### src/rtl/assert_macros.svh
// assertion macros used by the top-level rtl file
// no dependencies; define NO_ASSERTIONS to compile them away
`ifndef ASSERT_MACROS_SVH
`define ASSERT_MACROS_SVH
`ifndef NO_ASSERTIONS
// clocked check, disabled while reset is low
`define ASSERT_CLK_RST(lbl, clk, rst_n, prop, msg) \
  lbl: assert property (@(posedge clk) disable iff (!rst_n) (prop)) else $error(msg);
// clocked check that also holds during reset
`define ASSERT_CLK(lbl, clk, prop, msg) \
  lbl: assert property (@(posedge clk) (prop)) else $error(msg);
`else
`define ASSERT_CLK_RST(lbl, clk, rst_n, prop, msg)
`define ASSERT_CLK(lbl, clk, prop, msg)
`endif
`endif

### src/rtl/kbd_pkg.sv
// shared types, codes and the character rom for the scan code decoder
// no dependencies
package kbd_pkg;

  // scan code values
  localparam logic [7:0] PREFIX_BYTE  = 8'hE0;
  localparam logic [6:0] KEY_CTRL     = 7'h1D;
  localparam logic [6:0] KEY_SHIFT_L  = 7'h2A;
  localparam logic [6:0] KEY_SHIFT_R  = 7'h36;
  localparam logic [6:0] KEY_ALT      = 7'h38;
  localparam logic [6:0] KEY_CAPS     = 7'h3A;
  localparam logic [7:0] ROM_LIMIT    = 8'h3B;
  localparam logic [7:0] DIGIT_LIMIT  = 8'h0E;
  localparam logic [7:0] KEY_BACKTICK = 8'h29;

  localparam int ROM_DEPTH   = 59;
  localparam int ROM_AW      = $clog2(ROM_DEPTH);
  localparam int STATE_DEPTH = 1;

  // decoder state held in the state memory
  typedef struct packed {
    logic extend;
    logic ctrl;
    logic shift;
    logic alt;
    logic caps;
  } kbd_state_t;

  localparam int STATE_W = $bits(kbd_state_t);

  // one decoded item
  typedef struct packed {
    logic       emit;
    logic [6:0] ascii_char;
    logic       ctrl_held;
    logic       alt_held;
  } kbd_result_t;

  // unshifted column
  localparam logic [6:0] ROM_LO [0:ROM_DEPTH-1] = '{
    7'h00, 7'h1B, 7'h31, 7'h32, 7'h33, 7'h34, 7'h35, 7'h36, 7'h37, 7'h38,
    7'h39, 7'h30, 7'h2D, 7'h3D, 7'h08, 7'h09, 7'h71, 7'h77, 7'h65, 7'h72,
    7'h74, 7'h79, 7'h75, 7'h69, 7'h6F, 7'h70, 7'h5B, 7'h5D, 7'h0D, 7'h00,
    7'h61, 7'h73, 7'h64, 7'h66, 7'h67, 7'h68, 7'h6A, 7'h6B, 7'h6C, 7'h3B,
    7'h27, 7'h60, 7'h00, 7'h5C, 7'h7A, 7'h78, 7'h63, 7'h76, 7'h62, 7'h6E,
    7'h6D, 7'h2C, 7'h2E, 7'h2F, 7'h00, 7'h2A, 7'h00, 7'h20, 7'h00
  };

  // shifted column
  localparam logic [6:0] ROM_HI [0:ROM_DEPTH-1] = '{
    7'h00, 7'h1B, 7'h21, 7'h40, 7'h23, 7'h24, 7'h25, 7'h5E, 7'h26, 7'h2A,
    7'h28, 7'h29, 7'h5F, 7'h2B, 7'h08, 7'h09, 7'h51, 7'h57, 7'h45, 7'h52,
    7'h54, 7'h59, 7'h55, 7'h49, 7'h4F, 7'h50, 7'h7B, 7'h7D, 7'h0D, 7'h00,
    7'h41, 7'h53, 7'h44, 7'h46, 7'h47, 7'h48, 7'h4A, 7'h4B, 7'h4C, 7'h3A,
    7'h22, 7'h7E, 7'h00, 7'h7C, 7'h5A, 7'h58, 7'h43, 7'h56, 7'h42, 7'h4E,
    7'h4D, 7'h3C, 7'h3E, 7'h3F, 7'h00, 7'h2A, 7'h00, 7'h20, 7'h00
  };

  // digit and symbol keys ignore caps lock
  function automatic logic shift_only_key(input logic [7:0] c);
    return (c < DIGIT_LIMIT) || (c == KEY_BACKTICK) ||
           (c == 8'h1A) || (c == 8'h1B) || (c == 8'h2B) || (c == 8'h27) ||
           (c == 8'h28) || (c == 8'h33) || (c == 8'h34) || (c == 8'h35);
  endfunction

endpackage

### src/rtl/keyboard_scancode_to_ascii.sv
// top level of the set-1 scan code to ascii decoder
// depends on kbd_pkg, kbd_ram, kbd_decode and assert_macros.svh
//
//   channel | ports                                       | direction
//   in      | in_valid, in_stall, in_scan_byte            | byte from keyboard
//   out     | out_valid, out_stall, out_ascii_char,       | decoded character
//           | out_ctrl_held, out_alt_held                 |
//
// one item per cycle unless the output stalls: an item is decoded in the cycle
// after it is taken; its character is registered as the decode stage advances.
// the one-entry state memory is read every cycle; its registered read lags a
// write-back, so the last write-back is forwarded. it has no reset: a flag
// cleared by reset makes it read as zero until the first write. a stalled full
// output holds a decode item with a character, which then stalls the input.
`include "assert_macros.svh"
module keyboard_scancode_to_ascii (
  input  logic       clk,
  input  logic       rst_n,
  input  logic       in_valid,
  output logic       in_stall,
  input  logic [7:0] in_scan_byte,
  output logic       out_valid,
  input  logic       out_stall,
  output logic [6:0] out_ascii_char,
  output logic       out_ctrl_held,
  output logic       out_alt_held
);
  localparam int SAW = (kbd_pkg::STATE_DEPTH > 1) ? $clog2(kbd_pkg::STATE_DEPTH) : 1;
  localparam logic [SAW-1:0] STATE_ADDR = '0;

  logic                 s1_v_r, s1_v_nxt;
  logic [7:0]           s1_byte_r;
  logic                 st_valid_r;
  logic                 wr_fire_r;
  kbd_pkg::kbd_state_t  wr_data_r;
  logic [kbd_pkg::STATE_W-1:0] ram_q;
  kbd_pkg::kbd_state_t  st_cur, st_nxt;
  kbd_pkg::kbd_result_t res;
  logic                 out_free;
  logic                 s1_adv;
  logic                 in_acc;
  logic                 out_v_r, out_v_nxt;
  logic [6:0]           out_char_r;
  logic                 out_ctrl_r, out_alt_r;

  // state memory
  kbd_ram #(
    .WIDTH (kbd_pkg::STATE_W),
    .DEPTH (kbd_pkg::STATE_DEPTH)
  ) u_state_ram (
    .clk     (clk),
    .wr_en   (s1_adv),
    .wr_addr (STATE_ADDR),
    .wr_data (st_nxt),
    .rd_addr (STATE_ADDR),
    .rd_data (ram_q)
  );

  // current state: forward last write, zero before first write
  always_comb begin
    if (wr_fire_r) begin
      st_cur = wr_data_r;
    end else if (st_valid_r) begin
      st_cur = kbd_pkg::kbd_state_t'(ram_q);
    end else begin
      st_cur = '0;
    end
  end

  kbd_decode u_decode (
    .scan_byte (s1_byte_r),
    .st_cur    (st_cur),
    .st_nxt    (st_nxt),
    .res       (res)
  );

  // stage control
  assign out_free  = !out_v_r || !out_stall;
  assign s1_adv    = s1_v_r && (out_free || !res.emit);
  assign in_stall  = s1_v_r && !s1_adv;
  assign in_acc    = in_valid && !in_stall;
  assign s1_v_nxt  = in_acc || (s1_v_r && !s1_adv);
  assign out_v_nxt = (s1_adv && res.emit) || (out_v_r && out_stall);

  // control registers
  always_ff @(posedge clk) begin
    if (!rst_n) begin
      s1_v_r     <= 1'b0;
      out_v_r    <= 1'b0;
      st_valid_r <= 1'b0;
      wr_fire_r  <= 1'b0;
    end else begin
      s1_v_r    <= s1_v_nxt;
      out_v_r   <= out_v_nxt;
      wr_fire_r <= s1_adv;
      if (s1_adv) begin
        st_valid_r <= 1'b1;
      end
    end
  end

  // payload registers
  always_ff @(posedge clk) begin
    if (in_acc) begin
      s1_byte_r <= in_scan_byte;
    end
    if (s1_adv) begin
      wr_data_r <= st_nxt;
    end
    if (s1_adv && res.emit) begin
      out_char_r <= res.ascii_char;
      out_ctrl_r <= res.ctrl_held;
      out_alt_r  <= res.alt_held;
    end
  end

  assign out_valid      = out_v_r;
  assign out_ascii_char = out_char_r;
  assign out_ctrl_held  = out_ctrl_r;
  assign out_alt_held   = out_alt_r;

  // checks
  `ASSERT_CLK_RST(a_emit_nonzero, clk, rst_n, out_valid |-> (out_ascii_char != 7'h00), "zero character emitted")
  `ASSERT_CLK(a_stall_needs_item, clk, in_stall |-> s1_v_r, "input stalled with empty decode stage")
  `ASSERT_CLK_RST(a_fwd_after_valid, clk, rst_n, wr_fire_r |-> st_valid_r, "forward without state write")
  `ASSERT_CLK_RST(a_s1_hold, clk, rst_n, (s1_v_r && !s1_adv) |=> (s1_v_r && $stable(s1_byte_r)), "held item lost")
endmodule

### src/rtl/kbd_ram.sv
// generic single-port-write ram with registered read
// no dependencies
module kbd_ram #(
  parameter int WIDTH = 8,
  parameter int DEPTH = 16,
  localparam int AW = (DEPTH > 1) ? $clog2(DEPTH) : 1
) (
  input  logic             clk,
  input  logic             wr_en,
  input  logic [AW-1:0]    wr_addr,
  input  logic [WIDTH-1:0] wr_data,
  input  logic [AW-1:0]    rd_addr,
  output logic [WIDTH-1:0] rd_data
);
  logic [WIDTH-1:0] mem [0:DEPTH-1];

  // write port
  always_ff @(posedge clk) begin
    if (wr_en) begin
      mem[wr_addr] <= wr_data;
    end
  end

  // registered read, old data on a same-cycle write
  always_ff @(posedge clk) begin
    rd_data <= mem[rd_addr];
  end
endmodule

### src/rtl/kbd_decode.sv
// combinational decode of one scan byte against the current state
// depends on kbd_pkg
module kbd_decode (
  input  logic [7:0]          scan_byte,
  input  kbd_pkg::kbd_state_t st_cur,
  output kbd_pkg::kbd_state_t st_nxt,
  output kbd_pkg::kbd_result_t res
);
  logic                      brk;
  logic [6:0]                key;
  logic                      col;
  logic [kbd_pkg::ROM_AW-1:0] idx;
  logic [6:0]                ch;
  logic                      in_rom;

  assign brk    = scan_byte[7];
  assign key    = scan_byte[6:0];
  assign in_rom = (scan_byte != 8'h00) && (scan_byte < kbd_pkg::ROM_LIMIT);
  assign idx    = scan_byte[kbd_pkg::ROM_AW-1:0];

  // column choice: digits and symbols on shift alone
  assign col = kbd_pkg::shift_only_key(scan_byte) ? st_cur.shift
                                                  : (st_cur.shift ^ st_cur.caps);

  // rom lookup, only meaningful when in range
  assign ch = in_rom ? (col ? kbd_pkg::ROM_HI[idx] : kbd_pkg::ROM_LO[idx]) : 7'h00;

  // state update and result
  always_comb begin
    st_nxt         = st_cur;
    st_nxt.extend  = 1'b0;
    res.emit       = 1'b0;
    res.ascii_char = ch;
    res.ctrl_held  = st_cur.ctrl;
    res.alt_held   = st_cur.alt;
    priority if (scan_byte == kbd_pkg::PREFIX_BYTE) begin
      st_nxt.extend = 1'b1;
    end else if (brk) begin
      // release: shift only without prefix
      if (key == kbd_pkg::KEY_CTRL) begin
        st_nxt.ctrl = 1'b0;
      end else if (!st_cur.extend &&
                   (key == kbd_pkg::KEY_SHIFT_L || key == kbd_pkg::KEY_SHIFT_R)) begin
        st_nxt.shift = 1'b0;
      end else if (key == kbd_pkg::KEY_ALT) begin
        st_nxt.alt = 1'b0;
      end
    end else if (st_cur.extend) begin
      // extended make: right ctrl and alt
      if (key == kbd_pkg::KEY_CTRL) begin
        st_nxt.ctrl = 1'b1;
      end else if (key == kbd_pkg::KEY_ALT) begin
        st_nxt.alt = 1'b1;
      end
    end else if (in_rom) begin
      if (ch != 7'h00) begin
        res.emit = 1'b1;
      end else if (key == kbd_pkg::KEY_CTRL) begin
        st_nxt.ctrl = 1'b1;
      end else if (key == kbd_pkg::KEY_SHIFT_L || key == kbd_pkg::KEY_SHIFT_R) begin
        st_nxt.shift = 1'b1;
      end else if (key == kbd_pkg::KEY_ALT) begin
        st_nxt.alt = 1'b1;
      end else if (key == kbd_pkg::KEY_CAPS) begin
        st_nxt.caps = ~st_cur.caps;
      end
    end
  end
endmodule
### config.mk
export PLATFORM = sky130hd
export DESIGN_NAME = keyboard_scancode_to_ascii
export DESIGN_NICKNAME = d
export VERILOG_FILES = /design/src/rtl/kbd_pkg.sv /design/src/rtl/keyboard_scancode_to_ascii.sv /design/src/rtl/kbd_ram.sv /design/src/rtl/kbd_decode.sv
export VERILOG_INCLUDE_DIRS = /design/src /design/src/rtl
export SDC_FILE = /design/constraint.sdc
export NUM_CORES = 1
export LEC_CHECK = 0
export BUFFER_PORTS_ARGS = -buffer_cell sky130_fd_sc_hd__buf_2
export CAP_MARGIN = 20
export CELL_PAD_IN_SITES_DETAIL_PLACEMENT = 1
export CELL_PAD_IN_SITES_GLOBAL_PLACEMENT = 2
export CORE_MARGIN = 2
export CORE_UTILIZATION = 34
export CTS_CLUSTER_SIZE = 30
export DETAILED_ROUTE_END_ITERATION = 8
export PLACE_DENSITY = 0.75
export SLEW_MARGIN = 10
export SYNTH_ARGS = -nofsm -noshare
export SYNTH_HDL_FRONTEND = slang
export SYNTH_SLANG_ARGS = --single-unit
### constraint.sdc
create_clock -name clk -period 4 [get_ports clk]
set_input_delay 0.4 -clock clk [delete_from_list [all_inputs] [get_ports clk]]
set_output_delay 0.4 -clock clk [all_outputs]
set_load 0.01 [all_outputs]
==> results of run 1 <==
## per-layer routing
metal,routed length (um),up-vias
met3,473,28
met1,4040,1272
li1,-,1213
met4,299,0
met2,3930,94
met5,0,-
## path summary, 6_finish.rpt
path	cells past startpoint	end
setup / recovery	10	in_stall
hold / removal	1	s1_byte_r[7]
setup reg to reg	11	out_ascii_char[5]
hold reg to reg	0	u_state_ram.rd_data[1]
## power breakdown
group          internal (W)  switching, W
clock network      0.000119      0.000121
logic              0.000137      0.000201
registers          0.000361     0.0000242
## metrics by stage
| step | utilization [%] | cell area, um2 | worst slack, ns | instances | total power, W |
|---|---|---|---|---|---|
| final | 40.5 | 3110 | 0.201 | 442 | 0.000963 |
| after floorplan | - | 2690 | 0.119 | 309 | 0.000603 |
| after CTS | 40.0 | 3070 | 0.123 | 440 | 0.000946 |
| after global routing | 40.5 | 3110 | 0.00316 | 442 | 0.00101 |
| after global placement | 38.9 | 2990 | 0.537 | 432 | 0.000707 |
| after detailed placement | 38.9 | 2990 | 0.351 | 432 | 0.000708 |
## synth_stat cells (5+ instances only)
| cell | count |
|---|---|
| clkbuf_1 | 7 |
| nor3_1 | 5 |
| nor2_1 | 24 |
| nor2b_1 | 16 |
| dfxtp_1 | 9 |
| a21oi_1 | 21 |
| o21ai_0 | 19 |
| nand2b_1 | 8 |
| ha_1 | 14 |
| edfxtp_1 | 22 |
| nand2_1 | 29 |
| nand3_1 | 6 |
| inv_1 | 12 |
| o22ai_1 | 5 |
| buf_2 | 12 |
## timing repair
item,in CTS,in global routing
hold buffers,0,0
gates resized for setup,0,5
setup buffers,0,2
setup endpoints to repair,0,1
## state kept, by name (all words and copies together) (netlist names)
name,count
s1_byte_r,8
wr_fire_r,1
u_state_ram.mem,5
out_ascii_char,7
s1_v_r,1
out_valid,1
u_state_ram.rd_data,5
out_ctrl_held,1
st_valid_r,1
out_alt_held,1
## cell type report
| type | count | area [um2] | share of cell area (%) |
|---|---|---|---|
| multi-input combinational | 241 | 1700 | 54.6 |
| timing repair buffer | 47 | 310 | 9.97 |
| sequential | 31 | 841 | 27.0 |
| clock buffer | 5 | 68.8 | 2.21 |
| tap | 102 | 128 | 4.10 |
| clock inverter | 3 | 15.0 | 0.483 |
| inverter | 13 | 48.8 | 1.57 |
## kinds of logic (layout without fill, tap and decap cells)
kind of cell | count (synthesis) | after routing | synth area share, %
buffers and inverters | 37 | 68 | 6.55
adder cells (fa/ha/maj) | 14 | 14 | 6.51
AO/OA/AOI/OAI | 98 | 98 | 25.9
XOR/XNOR | 3 | 3 | 0.976
flip-flops | 31 | 31 | 31.2
AND/OR/NAND/NOR | 118 | 118 | 24.9
multiplexers | 8 | 8 | 4.00
==> results.ini, run 1 <==
[outcome]
status = complete, no violations

[floorplan]
core_um2 = 7690
die_x_um = 93.0
rows = 32
die_area_um2 = 8650
initial_core_util_pct = 35.0
dieHeight_um = 93.0
io_pins = 23

[timing]
setup_tns_ns = 0
skew_ns = 0.00682
maxSlewViolCount = 0
setup_viol_count_final = 0
worst_pin_slew_ns = 0.739
holdWs_ns = 0.279
finalCritPeriodShare_pct = 95.0
rsz0062_at_grt = false
timing.fmax_ghz = 0.263
period_minus_slack_ns = 3.80
slew_headroom_pct = 50.7
hold_viol = 0

[logic_synthesis]
syn_nets = 335
ys_types = 70
yosysWarnings = 0
synth_edf_count = 22
ys_seq_area_share_pct = 31.2
yosys_register_bits = 31
synth_area_um2 = 2690
synth_top_area_cell = edfxtp_1
async_reset_ff_share_pct = 0
synth_top_cell_area_share_pct = 24.5
netlist_top_cells_area = edfxtp_1, dfxtp_1, ha_1, nand2_1, a21oi_1
synth-main-ff-cell = edfxtp_1
syn_area_per_cell_um2 = 8.71
syn_inst = 309

[detailed_routing]
post_drt_via_cell_ratio = 5.90
wirelength_mm = 8.74
route.detailed.drc = 0
post_drt_wl_per_cell_um = 19.8
drtAntennaViolNets = 0
drt_iter0_markers = 241
drt_first_pass_iters = 5
vias = 2607

[run]
cap_violations = 0

[critical_path]
required_ns = 3.60
cp.arrival_ns = 3.40
cp_top_family = compound AO/OA/AOI/OAI gates
slowest_delay_ns = 0.82
crit_type = register to output pin
cp-end-kind = output pin
r2r_slack_ns = 0.26
cp-start-kind = register
r2r-start = s1_byte_r[5]
cpMaxStageDelayCell = edfxtp_1
path_max_fanout = 16
crit_start = s1_byte_r[5]
cp_cell_sequence = o211a_1 -> nor4b_4 -> a211oi_2 -> a211oi_2 -> mux2_2 -> o22ai_2 -> nor4_4 -> buf_4 -> nor4_4 -> buf_2
path_buf_inv = 2

[placement]
hpwl_mm = 6.65
io_buffers = 22
gp_congestion = 0.884

[global_route]
antenna_found_initial = 0
gr-usage-met3_pct = 3.46
grt_overflow = 0
grt_busiest_layer = met2
track_usage_pct = 20.9
grt_max_degree = 42
grt_util_met1_pct = 29.6
grtUsageMet2_pct = 31.7
grt_pass1_wl_mm = 13.8
grt_pass1_vias = 2534

[power_and_ir_drop]
p_leak_nw = 1.20
max-vdd-ir-drop_mv = 0.228
p_per_area_nw_per_um2 = 310

[min_path]
min_from = in_scan_byte[7]
worst_hold_path_type = input pin to register

[clock_network]
clock_latency_ns = 0.29
root_buffer = clkbuf_8
h-tree-depth = 2
path_clk_slew_ns = 0.07
cts_buffer_depth = 2
cts_inserted_buffers = 5
cts_tree = done
clock-sinks = 31

[layout]
layout.filler_cells = 918
layout-area-overhead-vs-synth_pct = 15.6
antenna_cells = 0
drive_gt1_share_pct = 23.2
layout_commonest_cell = nand2_1
nets = 365
layout_common_cells = nand2_1, nor2_1, buf_4

Note: power is estimated with default switching activity, not from simulation.
==> run 2, diff against run 1 <==
GPL_TIMING_DRIVEN = 0   (was default)
MAX_ROUTING_LAYER = met4   (was default)
==> results.ini, run 2 (synthesized netlist as in run 1, its figures left out) <==
[detailed_routing]
drt_first_pass_iters = 5  ; unchanged
route.detailed.drc = 0  ; unchanged
post_drt_via_cell_ratio = 5.79  ; -1.8%
post_drt_wl_per_cell_um = 21.0  ; +6.1%
drtAntennaViolNets = 0  ; unchanged
wirelength_mm = 9.73  ; +11%
drt_iter0_markers = 141  ; -41%
vias = 2688  ; +3.1%

[clock_network]
clock_latency_ns = 0.28  ; about the same
h-tree-depth = 2  ; unchanged
cts_buffer_depth = 2  ; unchanged
cts_tree = done
hold_buffers = 0  ; unchanged
root_buffer = clkbuf_8
path_clk_slew_ns = 0.07  ; about the same
clock-sinks = 31  ; unchanged
cts_inserted_buffers = 5  ; unchanged

[layout]
layout_common_cells = buf_2, nand2_1, buf_4
multi_input_comb_area_um2 = 1830  ; +7.4%
top_register = s1_byte_r
layout.filler_cells = 937  ; +2.1%
final_core_util_pct = 44.4  ; +3.9 points
antenna_cells = 0  ; unchanged
layout_commonest_cell = buf_2
register_area_um2 = 841  ; unchanged
drive_gt1_share_pct = 30.9  ; +7.7 points
nets = 387  ; +6.0%
layout-area-overhead-vs-synth_pct = 26.7
largest_reg_flops = 8  ; unchanged
design_area_um2 = 3410  ; +9.6%

[critical_path]
cp-start-kind = register
r2r_slack_ns = 0.11  ; -0.15 ns
crit_type = register to output pin
required_ns = 3.60  ; about the same
cp-end-kind = output pin
cp.arrival_ns = 3.51  ; +0.11 ns
cpMaxStageDelayCell = edfxtp_1
cp_cell_sequence = buf_8 -> clkinvlp_4 -> ha_1 -> buf_6 -> nor3_4 -> o21ai_2 -> a32o_2 -> a211oi_4 -> buf_6 -> mux2i_4 -> o22ai_2 -> nor4_4 -> buf_4 -> nor4_4 -> buf_2
r2r-start = s1_byte_r[0]
path_max_fanout = 10  ; -6
crit_start = s1_byte_r[0]
slowest_delay_ns = 0.45  ; -0.37 ns

[timing]
maxSlewViolCount = 0  ; unchanged
worst_pin_slew_ns = 0.963  ; +0.224 ns
finalCritPeriodShare_pct = 97.7  ; +2.7 points
setup_ws_ns = 0.0921  ; -0.109 ns
timing.fmax_ghz = 0.256  ; -2.8%
hold_viol = 0  ; unchanged
period_minus_slack_ns = 3.91  ; +0.109 ns
setup_viol_count_final = 0  ; unchanged
skew_ns = 0.00865  ; +0.00183 ns
slew_headroom_pct = 35.6  ; -15 points

[power_and_ir_drop]
p_per_area_nw_per_um2 = 319  ; +2.9%
power_w = 0.00109  ; +13%
max-vdd-ir-drop_mv = 0.278  ; +22%
p_leak_nw = 1.31  ; +9.1%

[floorplan]
die_x_um = 93.0  ; unchanged
initial_core_util_pct = 35.0  ; unchanged
dieHeight_um = 93.0  ; unchanged
io_pins = 23  ; unchanged
core_um2 = 7690  ; unchanged
die_area_um2 = 8650  ; unchanged
rows = 32  ; unchanged

[global_route]
track_usage_pct = 23.6  ; +2.7 points
grt_max_degree = 11  ; -74%
grt_pass1_vias = 2776  ; +9.6%
grt_pass1_wl_mm = 15.2  ; +9.9%
antenna_found_initial = 0  ; unchanged
grt_overflow = 0  ; unchanged

[placement]
dpl_cell_area_um2 = 2930  ; -1.9%
io_buffers = 22  ; unchanged
gp_congestion = 0.917  ; +3.8%
hpwl_mm = 7.04  ; +5.9%
pre_cts_slack_ns = -1.12  ; -1.47 ns

[run]
cap_violations = 0  ; unchanged

[min_path]
min_from = in_scan_byte[7]
worst_hold_path_type = input pin to register

[outcome]
status = complete, no violations

run 2: critical path, delay by kind of cell (launching register included):
kind | cells | cell delay (ns)
AOI/OAI and AO/OA | 4 | 0.82
adders and majority gates | 1 | 0.25
buffers and inverters | 6 | 0.96
DFF | 1 | 0.45
muxes | 1 | 0.27
and+or+nand+nor | 3 | 0.47
run 2: metal layers:
layer / global-route usage [%] / vias up / wire length (um)
li1: - / 1262 / -
met1: 30.2 / 1317 / 4360
met2: 37.4 / 83 / 4450
met3: 4.27 / 26 / 545
met4: 8.95 / 0 / 380
met5: - / - / 0
run 2: final timing paths:
check                      endpoint  depth (start not counted)
max                        in_stall                         15
min                    s1_byte_r[7]                          1
max reg2reg   u_state_ram.mem[0][0]                         15
min reg2reg  u_state_ram.rd_data[0]                          0
run 2: area by class of cell:
| type | instances | share of cell area, % |
|---|---|---|
| Clock inverter | 3 | 1.14 |
| Sequential cell | 31 | 24.7 |
| Clock buffer | 5 | 2.02 |
| Timing Repair Buffer | 46 | 8.51 |
| Buffer | 23 | 4.77 |
| Inverter | 13 | 1.65 |
| Tap cell | 102 | 3.74 |
| Multi-Input combinational cell | 241 | 53.5 |
run 2: repair_timing:
item,in CTS,in global routing
gates resized for setup,21,24
pin swaps,3,7
endpoints found under the setup margin,31,23
setup buffers,10,14
run 2: per-stage QoR:
| stage | cells | TNS (ns) | hold WS (ns) |
|---|---|---|---|
| after floorplan | 309 | 0 | 0.348 |
| after global placement | 433 | -26.64 | 0.351 |
| after detailed placement | 433 | -26.99 | 0.359 |
| after CTS | 450 | 0 | 0.292 |
| after global routing | 464 | -0.0334 | 0.290 |
| final | 464 | 0 | 0.297 |
run 2: where the power goes:
group	internal [W]	leakage [nW]	total, W	switching (W)
combinational	0.000173	0.971	0.000416	0.000243
sequential	0.000361	0.286	0.000373	0.0000123
clock	0.000182	0.0556	0.000298	0.000115
==> run 3, diff against run 2 <==
CORE_UTILIZATION = 35   (was 34)
CTS_BUF_LIST = sky130_fd_sc_hd__clkbuf_4 sky130_fd_sc_hd__clkbuf_8   (was default)
PLACE_DENSITY = 0.77   (was 0.75)
SLEW_MARGIN = 20   (was 10)
==> results.ini, run 3 (synthesized netlist as in run 1, its figures left out) <==
[detailed_routing]
post_drt_via_cell_ratio = 5.93  ; +2.3%
drt_iter0_markers = 182  ; +29%
route.detailed.drc = 0  ; unchanged
wirelength_mm = 9.64  ; -0.92%
drt_first_pass_iters = 5  ; unchanged
post_drt_wl_per_cell_um = 21.4  ; +2.2%
vias = 2668  ; -0.74%
drtAntennaViolNets = 0  ; unchanged

[timing]
setup_viol_count_final = 0  ; unchanged
worst_pin_slew_ns = 0.934  ; -0.0290 ns
skew_ns = 0.0104  ; +0.00175 ns
holdWs_ns = 0.292  ; -0.00541 ns
maxSlewViolCount = 0  ; unchanged
hold_viol = 0  ; unchanged
slew_headroom_pct = 37.5  ; +1.9 points
timing.fmax_ghz = 0.258  ; +0.70%
period_minus_slack_ns = 3.88  ; -0.0270 ns
finalCritPeriodShare_pct = 97.0  ; -0.68 points

[global_route]
grt_pass1_wl_mm = 15.0  ; -0.77%
track_usage_pct = 23.9  ; +0.26 points
grt_max_degree = 11  ; unchanged
grt_overflow = 0  ; unchanged
antenna_found_initial = 0  ; unchanged
grt_pass1_vias = 2736  ; -1.4%

[floorplan]
dieHeight_um = 91.7  ; -1.4%
io_pins = 23  ; unchanged
initial_core_util_pct = 36.5  ; +1.5 points
core_um2 = 7370  ; -4.1%
die_area_um2 = 8410  ; -2.7%
rows = 31  ; -3.1%
die_x_um = 91.7  ; -1.4%

[placement]
io_buffers = 22  ; unchanged
hpwl_mm = 7.01  ; -0.41%
gp_congestion = 0.986  ; +7.6%

[run]
cap_violations = 0  ; unchanged

[critical_path]
cp_cell_sequence = buf_4 -> ha_1 -> o211a_1 -> a221o_2 -> a31o_1 -> a311o_1 -> nand3b_1 -> a21boi_4 -> nor4_4 -> buf_6 -> nor4_4 -> buf_2
crit_type = register to output pin
cpMostUsedCell = nor4_4
cp.arrival_ns = 3.48  ; -0.03 ns
cpMaxStageDelayCell = edfxtp_1
cp-end-kind = output pin
path_max_fanout = 8  ; -2
slowest_delay_ns = 0.42  ; -0.03 ns
required_ns = 3.60  ; about the same
cp-start-kind = register

[clock_network]
path_clk_slew_ns = 0.06  ; about the same
cts_inserted_buffers = 5  ; unchanged
clock-sinks = 31  ; unchanged
cts_buffer_depth = 2  ; unchanged
clock_latency_ns = 0.29  ; about the same
h-tree-depth = 2  ; unchanged
hold_buffers = 0  ; unchanged
root_buffer = clkbuf_8
cts_tree = done

[min_path]
worst_hold_path_type = input pin to register

[layout]
antenna_cells = 0  ; unchanged
drive_gt1_share_pct = 29.1  ; -1.9 points
top_register = s1_byte_r
layout.filler_cells = 876  ; -6.5%
layout-area-overhead-vs-synth_pct = 23.5
nets = 376  ; -2.8%
layout_common_cells = buf_2, nand2_1, nor2_1
largest_reg_flops = 8  ; unchanged
layout_commonest_cell = buf_2

[power_and_ir_drop]
power_w = 0.00110  ; +1.1%
p_per_area_nw_per_um2 = 330  ; +3.7%
p_leak_nw = 1.26  ; -3.8%
max-vdd-ir-drop_mv = 0.297  ; +6.9%

[outcome]
status = complete, no violations

## run 3: cell count changes in the layout (fill, tap and decap cells not counted), sizes merged
cell    before  now
buf         65   54
clkbuf       9   10
clkinv       2    1
## run 3: layout make-up
class	instances	area [um2]	share of cell area (%)
buffer	23	159	4.78
clock buffer	6	82.6	2.48
clock inverter	2	35.0	1.05
inverter	13	56.3	1.69
multi-input combinational	241	1820	54.6
sequential	31	841	25.3
tap	99	124	3.72
timing repair buffer	35	211	6.36
## run 3: what timing repair did
item,in CTS,in global routing
gates resized for setup,23,20
setup endpoints to repair,31,23
pin swaps,3,5
setup buffers,8,5
## run 3: where the power goes
group / leakage (nW) / internal (W) / switching [W]
Combinational: 0.915 / 0.000163 / 0.000241
Clock: 0.0612 / 0.000201 / 0.000121
Sequential: 0.286 / 0.000361 / 0.0000111
## run 3: path summary, 6_finish.rpt
kind                            cells after the start                   from                     end  slack, ns
worst max register to register                     12           s1_byte_r[1]       out_ascii_char[0]       0.25
worst max-delay path                               12           s1_byte_r[1]                in_stall       0.12
worst min register to register                      0  u_state_ram.mem[0][0]  u_state_ram.rd_data[0]       0.37
worst min-delay path                                1        in_scan_byte[4]            s1_byte_r[4]       0.29
## run 3: worst max-delay path, delay by kind of cell (launching register included)
family | cells | cell delay [ns]
AO/OA/AOI/OAI | 5 | 1.52
buffers and inverters | 3 | 0.54
AND/OR/NAND/NOR | 3 | 0.51
flip-flops | 1 | 0.42
adder cells (fa/ha/maj) | 1 | 0.20
## run 3: per-stage QoR
stage	cells	util, %	setup WS [ns]	instance area, um2	TNS, ns
after detailed placement	430	39.7	-1.06	2930	-25.33
after floorplan	309	-	0.119	2690	0
after global placement	430	39.7	-1.03	2930	-24.15
after CTS	445	43.5	0.0119	3210	0
after global routing	450	45.1	-0.00585	3330	-0.00585
final	450	45.1	0.119	3330	0
## run 3: metal layers
layer	vias up	track usage [%]	part of all wire, %
li1	1237	-	-
met1	1315	30.9	45
met4	0	8.08	2.4
met2	97	37.7	47
met3	19	4.44	5.7
met5	-	-	0
